--- config.mk ---
export PLATFORM = sky130hd
export DESIGN_NAME = wav_header_parser
export DESIGN_NICKNAME = d
export VERILOG_FILES = /design/src/hw/rtl/whp_pkg.sv /design/src/hw/rtl/whp_front.sv /design/src/hw/rtl/whp_queue.sv /design/src/hw/rtl/whp_back.sv /design/src/hw/rtl/wav_header_parser.sv
export SDC_FILE = /design/constraint.sdc
export NUM_CORES = 2
export LEC_CHECK = 0
export BUFFER_PORTS_ARGS = -buffer_cell sky130_fd_sc_hd__buf_4
export CORE_ASPECT_RATIO = 1.25
export CORE_UTILIZATION = 40
export DETAILED_ROUTE_END_ITERATION = 10
export PLACE_DENSITY = 0.63
export SKIP_LAST_GASP = 1
export SYNTH_ARGS = -nofsm -noshare
export SYNTH_HDL_FRONTEND = slang
export SYNTH_SLANG_ARGS = --single-unit
--- constraint.sdc ---
create_clock -name clk -period 50.7 [get_ports clk]
set_clock_uncertainty 0.1 [all_clocks]
set_input_delay 2.535 -clock clk [delete_from_list [all_inputs] [get_ports clk]]
set_output_delay 2.535 -clock clk [all_outputs]
set_load 0.1 [all_outputs]
--- src/hw/rtl/whp_pkg.sv ---
`default_nettype none
package whp_pkg;

  typedef enum logic [2:0] {
    PH_RIFF,
    PH_FMT_HDR,
    PH_FMT_SKIP,
    PH_FMT_BODY,
    PH_FMT_CHECK,
    PH_DAT_HDR,
    PH_DAT_SKIP,
    PH_DONE
  } phase_t;

  typedef enum logic [1:0] {
    BK_IDLE,
    BK_MUL,
    BK_DIV,
    BK_DONE
  } back_state_t;

  localparam logic [2:0] ST_OK       = 3'd0;
  localparam logic [2:0] ST_NOT_WAVE = 3'd1;
  localparam logic [2:0] ST_BAD_FMT  = 3'd2;
  localparam logic [2:0] ST_NO_FMT   = 3'd3;
  localparam logic [2:0] ST_NO_DATA  = 3'd4;

  localparam logic [31:0] TAG_RIFF = 32'h4646_4952;
  localparam logic [31:0] TAG_WAVE = 32'h4556_4157;
  localparam logic [31:0] TAG_FMT  = 32'h2074_6D66;
  localparam logic [31:0] TAG_DATA = 32'h6174_6164;

  localparam logic [15:0] FMT_PCM       = 16'd1;
  localparam logic [31:0] FMT_MIN_SIZE  = 32'd16;
  localparam logic [41:0] MS_PER_S      = 42'd1000;
  localparam int          DIV_STEPS     = 42;

  // One parsed file, handed from the front to the back.
  typedef struct packed {
    logic [2:0]  status;
    logic [15:0] channels;
    logic [15:0] bits_per_sample;
    logic [31:0] sample_freq;
    logic [31:0] data_offset;
    logic [31:0] data_size;
    logic [31:0] byte_rate;
  } job_t;

  typedef struct packed {
    logic full;
    logic empty;
  } queue_stat_t;

endpackage
`default_nettype wire

--- src/hw/rtl/whp_front.sv ---
`default_nettype none
module whp_front import whp_pkg::*; (
  input  wire logic        clk,
  input  wire logic        rst_n,
  input  wire logic        in_valid,
  output logic             in_ready,
  input  wire logic [7:0]  in_data_byte,
  input  wire logic        in_last_byte,
  input  wire queue_stat_t q_stat,
  output logic             push,
  output job_t             push_job
);

  phase_t      phase_r, phase_nxt, phase_adv;
  logic [3:0]  cnt_r;
  logic [31:0] pos_r;
  logic [31:0] skip_r;
  logic [31:0] tag_r;
  logic [31:0] word_r;
  logic [15:0] comp_r, ch_r, align_r, bits_r;
  logic [31:0] rate_r, brate_r;
  logic        last_r;

  logic        acc;
  logic [31:0] word_full;
  logic [31:0] skip_dec;
  logic [47:0] rate_prod;
  logic [28:0] align_need;
  logic        fmt_ok;
  logic        res_valid;
  logic [2:0]  res_code;
  logic        res_last;

  assign acc        = in_valid && in_ready;
  assign word_full  = {in_data_byte, word_r[23:0]};
  assign skip_dec   = skip_r - 32'd1;
  assign rate_prod  = 48'(rate_r) * 48'(align_r);
  assign align_need = 29'(bits_r[15:3]) * 29'(ch_r);
  assign fmt_ok     = (comp_r == FMT_PCM) && (rate_prod == {16'd0, brate_r}) &&
                      (align_need == {13'd0, align_r});

  // Where parsing goes when the current byte yields no result.
  always_comb begin
    phase_adv = phase_r;
    unique case (phase_r)
      PH_RIFF:     if (acc && cnt_r == 4'd11) phase_adv = PH_FMT_HDR;
      PH_FMT_HDR: begin
        if (acc && cnt_r == 4'd7) begin
          if (tag_r == TAG_FMT) phase_adv = PH_FMT_BODY;
          else if (word_full != 32'd0) phase_adv = PH_FMT_SKIP;
        end
      end
      PH_DAT_HDR:  if (acc && cnt_r == 4'd7 && word_full != 32'd0) phase_adv = PH_DAT_SKIP;
      PH_FMT_SKIP: if (acc && skip_dec == 32'd0) phase_adv = PH_FMT_HDR;
      PH_DAT_SKIP: if (acc && skip_dec == 32'd0) phase_adv = PH_DAT_HDR;
      PH_FMT_BODY: if (acc && cnt_r == 4'd15) phase_adv = PH_FMT_CHECK;
      PH_FMT_CHECK: begin
        if (!q_stat.full) phase_adv = (skip_r != 32'd0) ? PH_DAT_SKIP : PH_DAT_HDR;
      end
      PH_DONE:     phase_adv = PH_DONE;
      default:     phase_adv = PH_RIFF;
    endcase
  end

  // Result decision for this cycle.
  always_comb begin
    res_valid = 1'b0;
    res_code  = ST_OK;
    res_last  = in_last_byte;
    unique case (phase_r)
      PH_RIFF: begin
        if (acc && cnt_r == 4'd11 && (tag_r != TAG_RIFF || word_full != TAG_WAVE)) begin
          res_valid = 1'b1;
          res_code  = ST_NOT_WAVE;
        end
      end
      PH_FMT_HDR: begin
        if (acc && cnt_r == 4'd7 && tag_r == TAG_FMT && word_full < FMT_MIN_SIZE) begin
          res_valid = 1'b1;
          res_code  = ST_BAD_FMT;
        end
      end
      PH_DAT_HDR: begin
        if (acc && cnt_r == 4'd7 && tag_r == TAG_DATA) begin
          res_valid = 1'b1;
          res_code  = ST_OK;
        end
      end
      PH_FMT_CHECK: begin
        res_last = last_r;
        if (!q_stat.full && !fmt_ok) begin
          res_valid = 1'b1;
          res_code  = ST_BAD_FMT;
        end else if (!q_stat.full && last_r) begin
          res_valid = 1'b1;
          res_code  = ST_NO_DATA;
        end
      end
      default: ;
    endcase
    // The file ends before a result: the status follows the parse phase.
    if (!res_valid && acc && in_last_byte && phase_r != PH_DONE &&
        phase_adv != PH_FMT_CHECK) begin
      res_valid = 1'b1;
      if (phase_adv == PH_RIFF) res_code = ST_NOT_WAVE;
      else if (phase_adv == PH_FMT_HDR || phase_adv == PH_FMT_SKIP ||
               phase_adv == PH_FMT_BODY) res_code = ST_NO_FMT;
      else res_code = ST_NO_DATA;
    end
  end

  always_comb begin
    phase_nxt = phase_adv;
    if (res_valid) phase_nxt = res_last ? PH_RIFF : PH_DONE;
    else if (phase_r == PH_DONE && acc && in_last_byte) phase_nxt = PH_RIFF;
  end

  always_comb begin
    in_ready = (phase_r != PH_FMT_CHECK) && !q_stat.full;
    push     = res_valid;
    push_job.status          = res_code;
    push_job.channels        = ch_r;
    push_job.bits_per_sample = bits_r;
    push_job.sample_freq     = rate_r;
    push_job.data_offset     = pos_r + 32'd1;
    push_job.data_size       = word_full;
    push_job.byte_rate       = brate_r;
  end

  always_ff @(posedge clk) begin
    if (!rst_n) begin
      phase_r <= PH_RIFF;
      cnt_r   <= 4'd0;
      pos_r   <= 32'd0;
    end else begin
      phase_r <= phase_nxt;
      if (phase_nxt == PH_RIFF && (res_valid || phase_r == PH_DONE)) begin
        cnt_r <= 4'd0;
        pos_r <= 32'd0;
      end else begin
        if (acc && phase_r != PH_DONE) pos_r <= pos_r + 32'd1;
        if (acc && (phase_r == PH_RIFF || phase_r == PH_FMT_HDR ||
                    phase_r == PH_DAT_HDR || phase_r == PH_FMT_BODY)) begin
          if ((phase_r == PH_RIFF && cnt_r == 4'd11) ||
              (phase_r != PH_RIFF && phase_r != PH_FMT_BODY && cnt_r == 4'd7))
            cnt_r <= 4'd0;
          else
            cnt_r <= cnt_r + 4'd1;
        end
      end
    end
  end

  // Field bytes, chunk sizes and skip counts, stored from accepted bytes by parse phase.
  always_ff @(posedge clk) begin
    if (acc) begin
      last_r <= in_last_byte;
      unique case (phase_r)
        PH_RIFF, PH_FMT_HDR, PH_DAT_HDR: begin
          if (cnt_r < 4'd4) tag_r[cnt_r[1:0]*8 +: 8] <= in_data_byte;
          else word_r[cnt_r[1:0]*8 +: 8] <= in_data_byte;
          if (phase_r == PH_FMT_HDR && cnt_r == 4'd7)
            skip_r <= (tag_r == TAG_FMT) ? word_full - FMT_MIN_SIZE : word_full;
          if (phase_r == PH_DAT_HDR && cnt_r == 4'd7) skip_r <= word_full;
        end
        PH_FMT_SKIP, PH_DAT_SKIP: skip_r <= skip_dec;
        PH_FMT_BODY: begin
          case (cnt_r[3:2])
            2'd0: begin
              if (!cnt_r[1]) comp_r[cnt_r[0]*8 +: 8] <= in_data_byte;
              else ch_r[cnt_r[0]*8 +: 8] <= in_data_byte;
            end
            2'd1: rate_r[cnt_r[1:0]*8 +: 8] <= in_data_byte;
            2'd2: brate_r[cnt_r[1:0]*8 +: 8] <= in_data_byte;
            default: begin
              if (!cnt_r[1]) align_r[cnt_r[0]*8 +: 8] <= in_data_byte;
              else bits_r[cnt_r[0]*8 +: 8] <= in_data_byte;
            end
          endcase
        end
        default: ;
      endcase
    end
  end

endmodule
`default_nettype wire

--- src/hw/rtl/whp_queue.sv ---
`default_nettype none
module whp_queue import whp_pkg::*; (
  input  wire logic  clk,
  input  wire logic  rst_n,
  input  wire logic  push,
  input  wire job_t  push_job,
  input  wire logic  pop,
  output job_t       head_job,
  output queue_stat_t q_stat
);

  job_t       entry_r [2];
  logic       wr_ptr_r, rd_ptr_r;
  logic [1:0] count_r;

  assign head_job     = entry_r[rd_ptr_r];
  assign q_stat.full  = (count_r == 2'd2);
  assign q_stat.empty = (count_r == 2'd0);

  always_ff @(posedge clk) begin
    if (!rst_n) begin
      wr_ptr_r <= 1'b0;
      rd_ptr_r <= 1'b0;
      count_r  <= 2'd0;
    end else begin
      if (push) wr_ptr_r <= ~wr_ptr_r;
      if (pop) rd_ptr_r <= ~rd_ptr_r;
      case ({push, pop})
        2'b10:   count_r <= count_r + 2'd1;
        2'b01:   count_r <= count_r - 2'd1;
        default: count_r <= count_r;
      endcase
    end
  end

  always_ff @(posedge clk) begin
    if (push) entry_r[wr_ptr_r] <= push_job;
  end

endmodule
`default_nettype wire

--- src/hw/rtl/whp_back.sv ---
`default_nettype none
module whp_back import whp_pkg::*; (
  input  wire logic        clk,
  input  wire logic        rst_n,
  input  wire queue_stat_t q_stat,
  input  wire job_t        head_job,
  output logic             pop,
  output logic             out_valid,
  input  wire logic        out_ready,
  output logic [2:0]       out_status,
  output logic [15:0]      out_channels,
  output logic [15:0]      out_bits_per_sample,
  output logic [31:0]      out_sample_freq,
  output logic [31:0]      out_data_offset,
  output logic [31:0]      out_data_size,
  output logic [31:0]      out_duration_ms
);

  back_state_t state_r, state_nxt;
  job_t        job_r;
  logic [41:0] dvd_r, quo_r;
  logic [32:0] rem_r;
  logic [5:0]  step_r;
  logic [31:0] dur_r;
  logic        load;
  logic        out_valid_r;

  logic [32:0] rem_sh, rem_sub;
  logic        take;
  logic [41:0] quo_nxt;
  logic        last_step;
  logic        is_ok;

  assign rem_sh    = {rem_r[31:0], dvd_r[41]};
  assign rem_sub   = rem_sh - {1'b0, job_r.byte_rate};
  assign take      = (rem_sh >= {1'b0, job_r.byte_rate});
  assign quo_nxt   = {quo_r[40:0], take};
  assign last_step = (step_r == 6'(DIV_STEPS - 1));
  assign is_ok     = (job_r.status == ST_OK);

  always_comb begin
    state_nxt = state_r;
    unique case (state_r)
      BK_IDLE: begin
        if (!q_stat.empty) begin
          if (head_job.status != ST_OK || head_job.byte_rate == 32'd0) state_nxt = BK_DONE;
          else state_nxt = BK_MUL;
        end
      end
      BK_MUL:  state_nxt = BK_DIV;
      BK_DIV:  if (last_step) state_nxt = BK_DONE;
      BK_DONE: if (load) state_nxt = BK_IDLE;
      default: state_nxt = BK_IDLE;
    endcase
  end

  always_comb begin
    pop  = (state_r == BK_IDLE) && !q_stat.empty;
    load = (state_r == BK_DONE) && (!out_valid_r || out_ready);
  end

  always_ff @(posedge clk) begin
    if (!rst_n) begin
      state_r     <= BK_IDLE;
      out_valid_r <= 1'b0;
    end else begin
      state_r <= state_nxt;
      if (load) out_valid_r <= 1'b1;
      else if (out_ready) out_valid_r <= 1'b0;
    end
  end

  always_ff @(posedge clk) begin
    unique case (state_r)
      BK_IDLE: begin
        if (pop) begin
          job_r <= head_job;
          dur_r <= (head_job.byte_rate == 32'd0) ? 32'hFFFF_FFFF : 32'd0;
        end
      end
      BK_MUL: begin
        dvd_r  <= 42'(job_r.data_size) * MS_PER_S;
        rem_r  <= 33'd0;
        quo_r  <= 42'd0;
        step_r <= 6'd0;
      end
      BK_DIV: begin
        dvd_r  <= {dvd_r[40:0], 1'b0};
        rem_r  <= take ? rem_sub : rem_sh;
        quo_r  <= quo_nxt;
        step_r <= step_r + 6'd1;
        if (last_step) dur_r <= (|quo_nxt[41:32]) ? 32'hFFFF_FFFF : quo_nxt[31:0];
      end
      default: ;
    endcase
    if (load) begin
      out_status          <= job_r.status;
      out_channels        <= is_ok ? job_r.channels : 16'd0;
      out_bits_per_sample <= is_ok ? job_r.bits_per_sample : 16'd0;
      out_sample_freq     <= is_ok ? job_r.sample_freq : 32'd0;
      out_data_offset     <= is_ok ? job_r.data_offset : 32'd0;
      out_data_size       <= is_ok ? job_r.data_size : 32'd0;
      out_duration_ms     <= is_ok ? dur_r : 32'd0;
    end
  end

  assign out_valid = out_valid_r;

endmodule
`default_nettype wire

--- src/hw/rtl/wav_header_parser.sv ---
// Channel | Signals                                         | Direction
// in      | in_valid, in_ready, in_data_byte, in_last_byte  | file bytes in
// out     | out_valid, out_ready, out_status ... duration   | one result per file
//
// The front takes one file byte per cycle while the queue has room; after the
// sixteenth fmt body byte it holds in_ready low while it validates fmt, until
// the queue has room. For a valid file with a nonzero byte rate the back
// takes the queued entry, forms size*1000, runs 42 bit-serial division steps
// and loads the output register to raise out_valid; every other file goes
// from taking the entry straight to loading the output register. A valid
// file is at least 44 bytes long, so the two-entry queue hides the division
// behind parsing; runs of very short failing files fill the queue and stall
// the front. Reset (rst_n low, synchronous) returns the front to the RIFF
// tag and empties the queue and output register. A stalled output only stops
// the front once the queue is full.
`default_nettype none
module wav_header_parser import whp_pkg::*; (
  input  wire logic        clk,
  input  wire logic        rst_n,
  input  wire logic        in_valid,
  output logic             in_ready,
  input  wire logic [7:0]  in_data_byte,
  input  wire logic        in_last_byte,
  output logic             out_valid,
  input  wire logic        out_ready,
  output logic [2:0]       out_status,
  output logic [15:0]      out_channels,
  output logic [15:0]      out_bits_per_sample,
  output logic [31:0]      out_sample_freq,
  output logic [31:0]      out_data_offset,
  output logic [31:0]      out_data_size,
  output logic [31:0]      out_duration_ms
);

  // Results travel from the byte parser to the divider through a short queue,
  // one transaction per parsed file.
  queue_stat_t q_stat;
  logic        push, pop;
  job_t        push_job, head_job;

  whp_front u_front (
    .clk, .rst_n, .in_valid, .in_ready, .in_data_byte, .in_last_byte,
    .q_stat, .push, .push_job
  );

  whp_queue u_queue (
    .clk, .rst_n, .push, .push_job, .pop, .head_job, .q_stat
  );

  whp_back u_back (
    .clk, .rst_n, .q_stat, .head_job, .pop, .out_valid, .out_ready,
    .out_status, .out_channels, .out_bits_per_sample, .out_sample_freq,
    .out_data_offset, .out_data_size, .out_duration_ms
  );

endmodule
`default_nettype wire

==> impl_metrics.csv <==
group,metric,value,unit
outcome,status,"finished clean",
clock_network,cts_setup_buffers,0,
sta,hold_violations,0,
layout,finish.utilization,0.4435,
yosys,post_synth_num_cell_types,107,
floorplan,row_count,172,
critical_path,r2r-end,"u_queue.entry_r[1][79]",
placement,post-place-ws,40.13,ns
critical_path,startpoint_type,"register",
yosys,synth-edff-count,1019,
job,max_cap_violations,0,
min_path,hold_depth,0,
sta,finalSetupViolations,0,
yosys,netlist_area,71100,um^2
clock_network,postCtsHoldBufs,0,
floorplan,boundaryPins,178,
sta,slew_viol_final,0,
routing,vias_per_cell,5.320,
layout,finalNetCount,7009,
pwr,internal-power,2615,uW
routing,wl,179600,um
clock_network,numClockSinks,1066,
yosys,synth.top_cell.area_share,0.4304,
yosys,netlist.top_cell.by_area,"edfxtp_1",
sta,period_share,0.2111,
yosys,ys_ff_latch,1066,
min_path,worstHoldStart,"u_back.job_r[162]",
global_routing,grt_first_pass_wirelength,279400,um
routing,drt_pass1_iterations,5,
yosys,ys_seq_area_frac,0.4436,
pwr,p_leak,0.03046,uW
critical_path,crit_type,"register to register",
min_path,holdPathEnd,"u_back.out_status[2]",
clock_network,clk_pin_slew_worst_paths,0.06,ns
global_routing,grt_start_max_net_pins,150,
clock_network,clockBufferDepth,3,
sta,worst_slew_margin_rel,0.05876,
floorplan,die_area,179500,um^2
pwr,power,4266,uW
placement,io_buffer_count,177,
yosys,syn_nets,6939,
routing,drc,0,
yosys,synth_area_leaders,"edfxtp_1 43%, fa_1 19%, ha_1 5.7%",
clock_network,worstSkewPairLatency,0.74,ns
clock_network,numCtsBuffers,99,
pwr,p_per_area,54.63,nW/um^2
pwr,peakVddDrop,0.07316,mV
placement,hpwl,133500,um
pwr,power_frac_clock,0.179,
min_path,hold_class,"register to register",
critical_path,crit_required,50.93,ns
clock_network,h-tree-depth,3,
yosys,netlist_instances,5909,
sta,worst_slew_pin_slew,1.399,ns
pwr,swShare,0.3870,
pwr,netSwitchingPower,1651,uW
floorplan,coreArea,176000,um^2
global_routing,grt_pass1_vias,47122,
layout,drive_gt1_frac,0.1008,
clock_network,cts-root-buf,"clkbuf_16",
yosys,async_flop_share,0,
sta,fin_ws,40.00,ns
sta,timing.hold.ws,0.3754,ns
routing,routedWlPerCell,21.34,um
critical_path,ff2ff_path_depth,24,
sta,fin_tns_setup,0,ns
sta,period_minus_slack,10.70,ns
global_routing,grt_use_total,0.2041,
routing,antenna_left,0,
global_routing,antenna_found_initial,11,
yosys,ys.warnings.count,0,
floorplan,die_w,379.1,um
floorplan,die_y,473.4,um
sta,max_freq,93.44,MHz
critical_path,r2r-start,"u_front.rate_r[26]",
yosys,synth_top_flop_cell,"edfxtp_1",
pwr,combPwrFrac,0.490,
floorplan,start_util,0.4039,
clock_network,cts_resized,0,
critical_path,r2r_slack,40.00,ns
critical_path,worstPathMaxFanout,72,
global_routing,grt_overflow,0,
placement,place_congestion,0.9474,
clock_network,cts_tree,"done",
yosys,syn_avg_cell_area,12.03,um^2
layout,syn2layout_area_growth,9.814,%
critical_path,critPathCaptureType,"register",
sta,rsz0062_at_grt,"false",
critical_path,cp.arrival,10.93,ns
pwr,seqPwrFrac,0.330,
routing,drt_iter0_drc,2999,
routing,via_count,44768,
-- kinds of logic after synthesis --
| kind of cell | synth area share |
|---|---|
| multiplexers | 0.03259 |
| AO/OA/AOI/OAI | 0.05441 |
| adder cells (fa/ha/maj) | 0.2519 |
| buffers and inverters | 0.04589 |
| XOR/XNOR | 0.03178 |
| AND/OR/NAND/NOR | 0.1398 |
| flip-flops | 0.4436 |
-- per-stage QoR --
step           std cells  instance area [um^2]
3_5_place_dp        8227                 74740
3_3_place_gp        8227                 74740
6_report            8415                 78080
5_1_grt             8414                 78080
4_1_cts             8413                 78070
2_1_floorplan       5909                 71100
-- cell type report --
type	instances	area (um^2)
inverter	596	2237
tap	2349	2939
clock inverter	59	659.4
timing repair buffer	219	1657
fill	16067	97960
multi-input combinational	3997	36360
sequential	1066	31540
antenna	2	5.005
clock buffer	127	2674
-- power groups by stage --
stage	registers [uW]	clock network, uW	logic [uW]
detailed placement	1430	0	2100
floorplan	1520	0	1570
global route	1430	813	2360
finish	1410	765	2090
CTS	1410	783	2110
global placement	1420	0	2060
-- cell usage in the layout (no fill, tap or decap), types with 22 or more instances in the layout --
cell type and count:
mux2_2 170, dfxtp_1 46, nand2b_1 32, a31oi_1 22
a21o_1 48, inv_1 592, ha_1 324, xor2_1 110
a21oi_1 145, nand4_1 55, mux2i_1 38, nor2b_1 23
xnor2_1 148, and2_1 603, clkbuf_16 100, edfxtp_1 1019
nand3_1 72, nand2_1 605, fa_1 691, o21a_1 23
a211oi_1 32, o21ai_0 130, buf_4 218, nor2_1 239
and3_1 44, nor4_1 49, nor3_1 95
-- synthesized netlist by cell type (12+ instances only) --
cell	number
a31oi_1	22
o21bai_1	14
dfxtp_1	47
or3_1	20
o211ai_1	14
nor2b_1	24
nor2_1	241
and2_1	603
nor3b_1	12
nor3_1	97
nor4_1	49
a21oi_1	147
ha_1	326
edfxtp_1	1019
o21ai_0	130
clkbuf_1	211
xnor2_1	148
o21ai_1	17
o21a_1	23
mux2i_1	38
and3_1	44
inv_1	592
nand2b_1	32
nand4_1	55
buf_2	24
nand2_1	605
nand3_1	72
a21o_1	48
a211o_1	15
a211oi_1	32
fa_1	691
mux2_2	170
xor2_1	110
-- critical path, stage by stage, from the launching register on --
cell	delay, ns
edfxtp_1	0.83
and2_1	0.38
fa_1	0.51
inv_1	0.06
fa_1	0.54
inv_1	0.06
fa_1	0.50
inv_1	0.05
fa_1	0.47
fa_1	0.54
fa_1	0.56
inv_1	0.05
ha_1	0.41
and3_1	0.26
nand3_1	0.16
a21o_1	0.24
a2111oi_2	0.69
o311ai_1	0.20
a41oi_1	0.28
xor2_1	0.71
or4_1	0.47
nor4_4	0.15
nor2_2	0.33
and2_4	0.92
buf_4	0.73
-- worst max-delay path by stage --
stage,startpoint,cells after the start,slack (ns),endpoint
5_1_grt,u_front.rate_r[25],24,39.60,u_queue.entry_r[1][95]
3_5_place_dp,u_front.rate_r[26],24,40.13,u_queue.entry_r[1][136]
4_1_cts,u_front.rate_r[26],24,40.08,u_queue.entry_r[1][84]
3_3_place_gp,u_front.rate_r[26],24,40.16,u_queue.entry_r[1][135]
2_1_floorplan,u_front.align_r[14],22,32.55,u_queue.entry_r[0][0]
6_report,u_front.rate_r[26],24,40.00,u_queue.entry_r[1][79]
-- sequential cells by signal, indices dropped and copies added, names as in the netlist, 39 cells and up, named ones only --
signal / flops
u_back.quo_r: 41
u_queue.entry_r: 326
u_back.dvd_r: 39
u_back.job_r: 163
-- routing by layer --
layer	vias to the layer above	track usage	share of wire	wire length (um)
li1	20189	-	-	-
met3	420	0.02641	0.052	9406
met2	1374	0.3534	0.50	90220
met1	22779	0.2506	0.40	71290
met4	6	0.09726	0.048	8647
met5	-	0	0.00021	38
No activity file was read; power rests on OpenSTA's default activity.
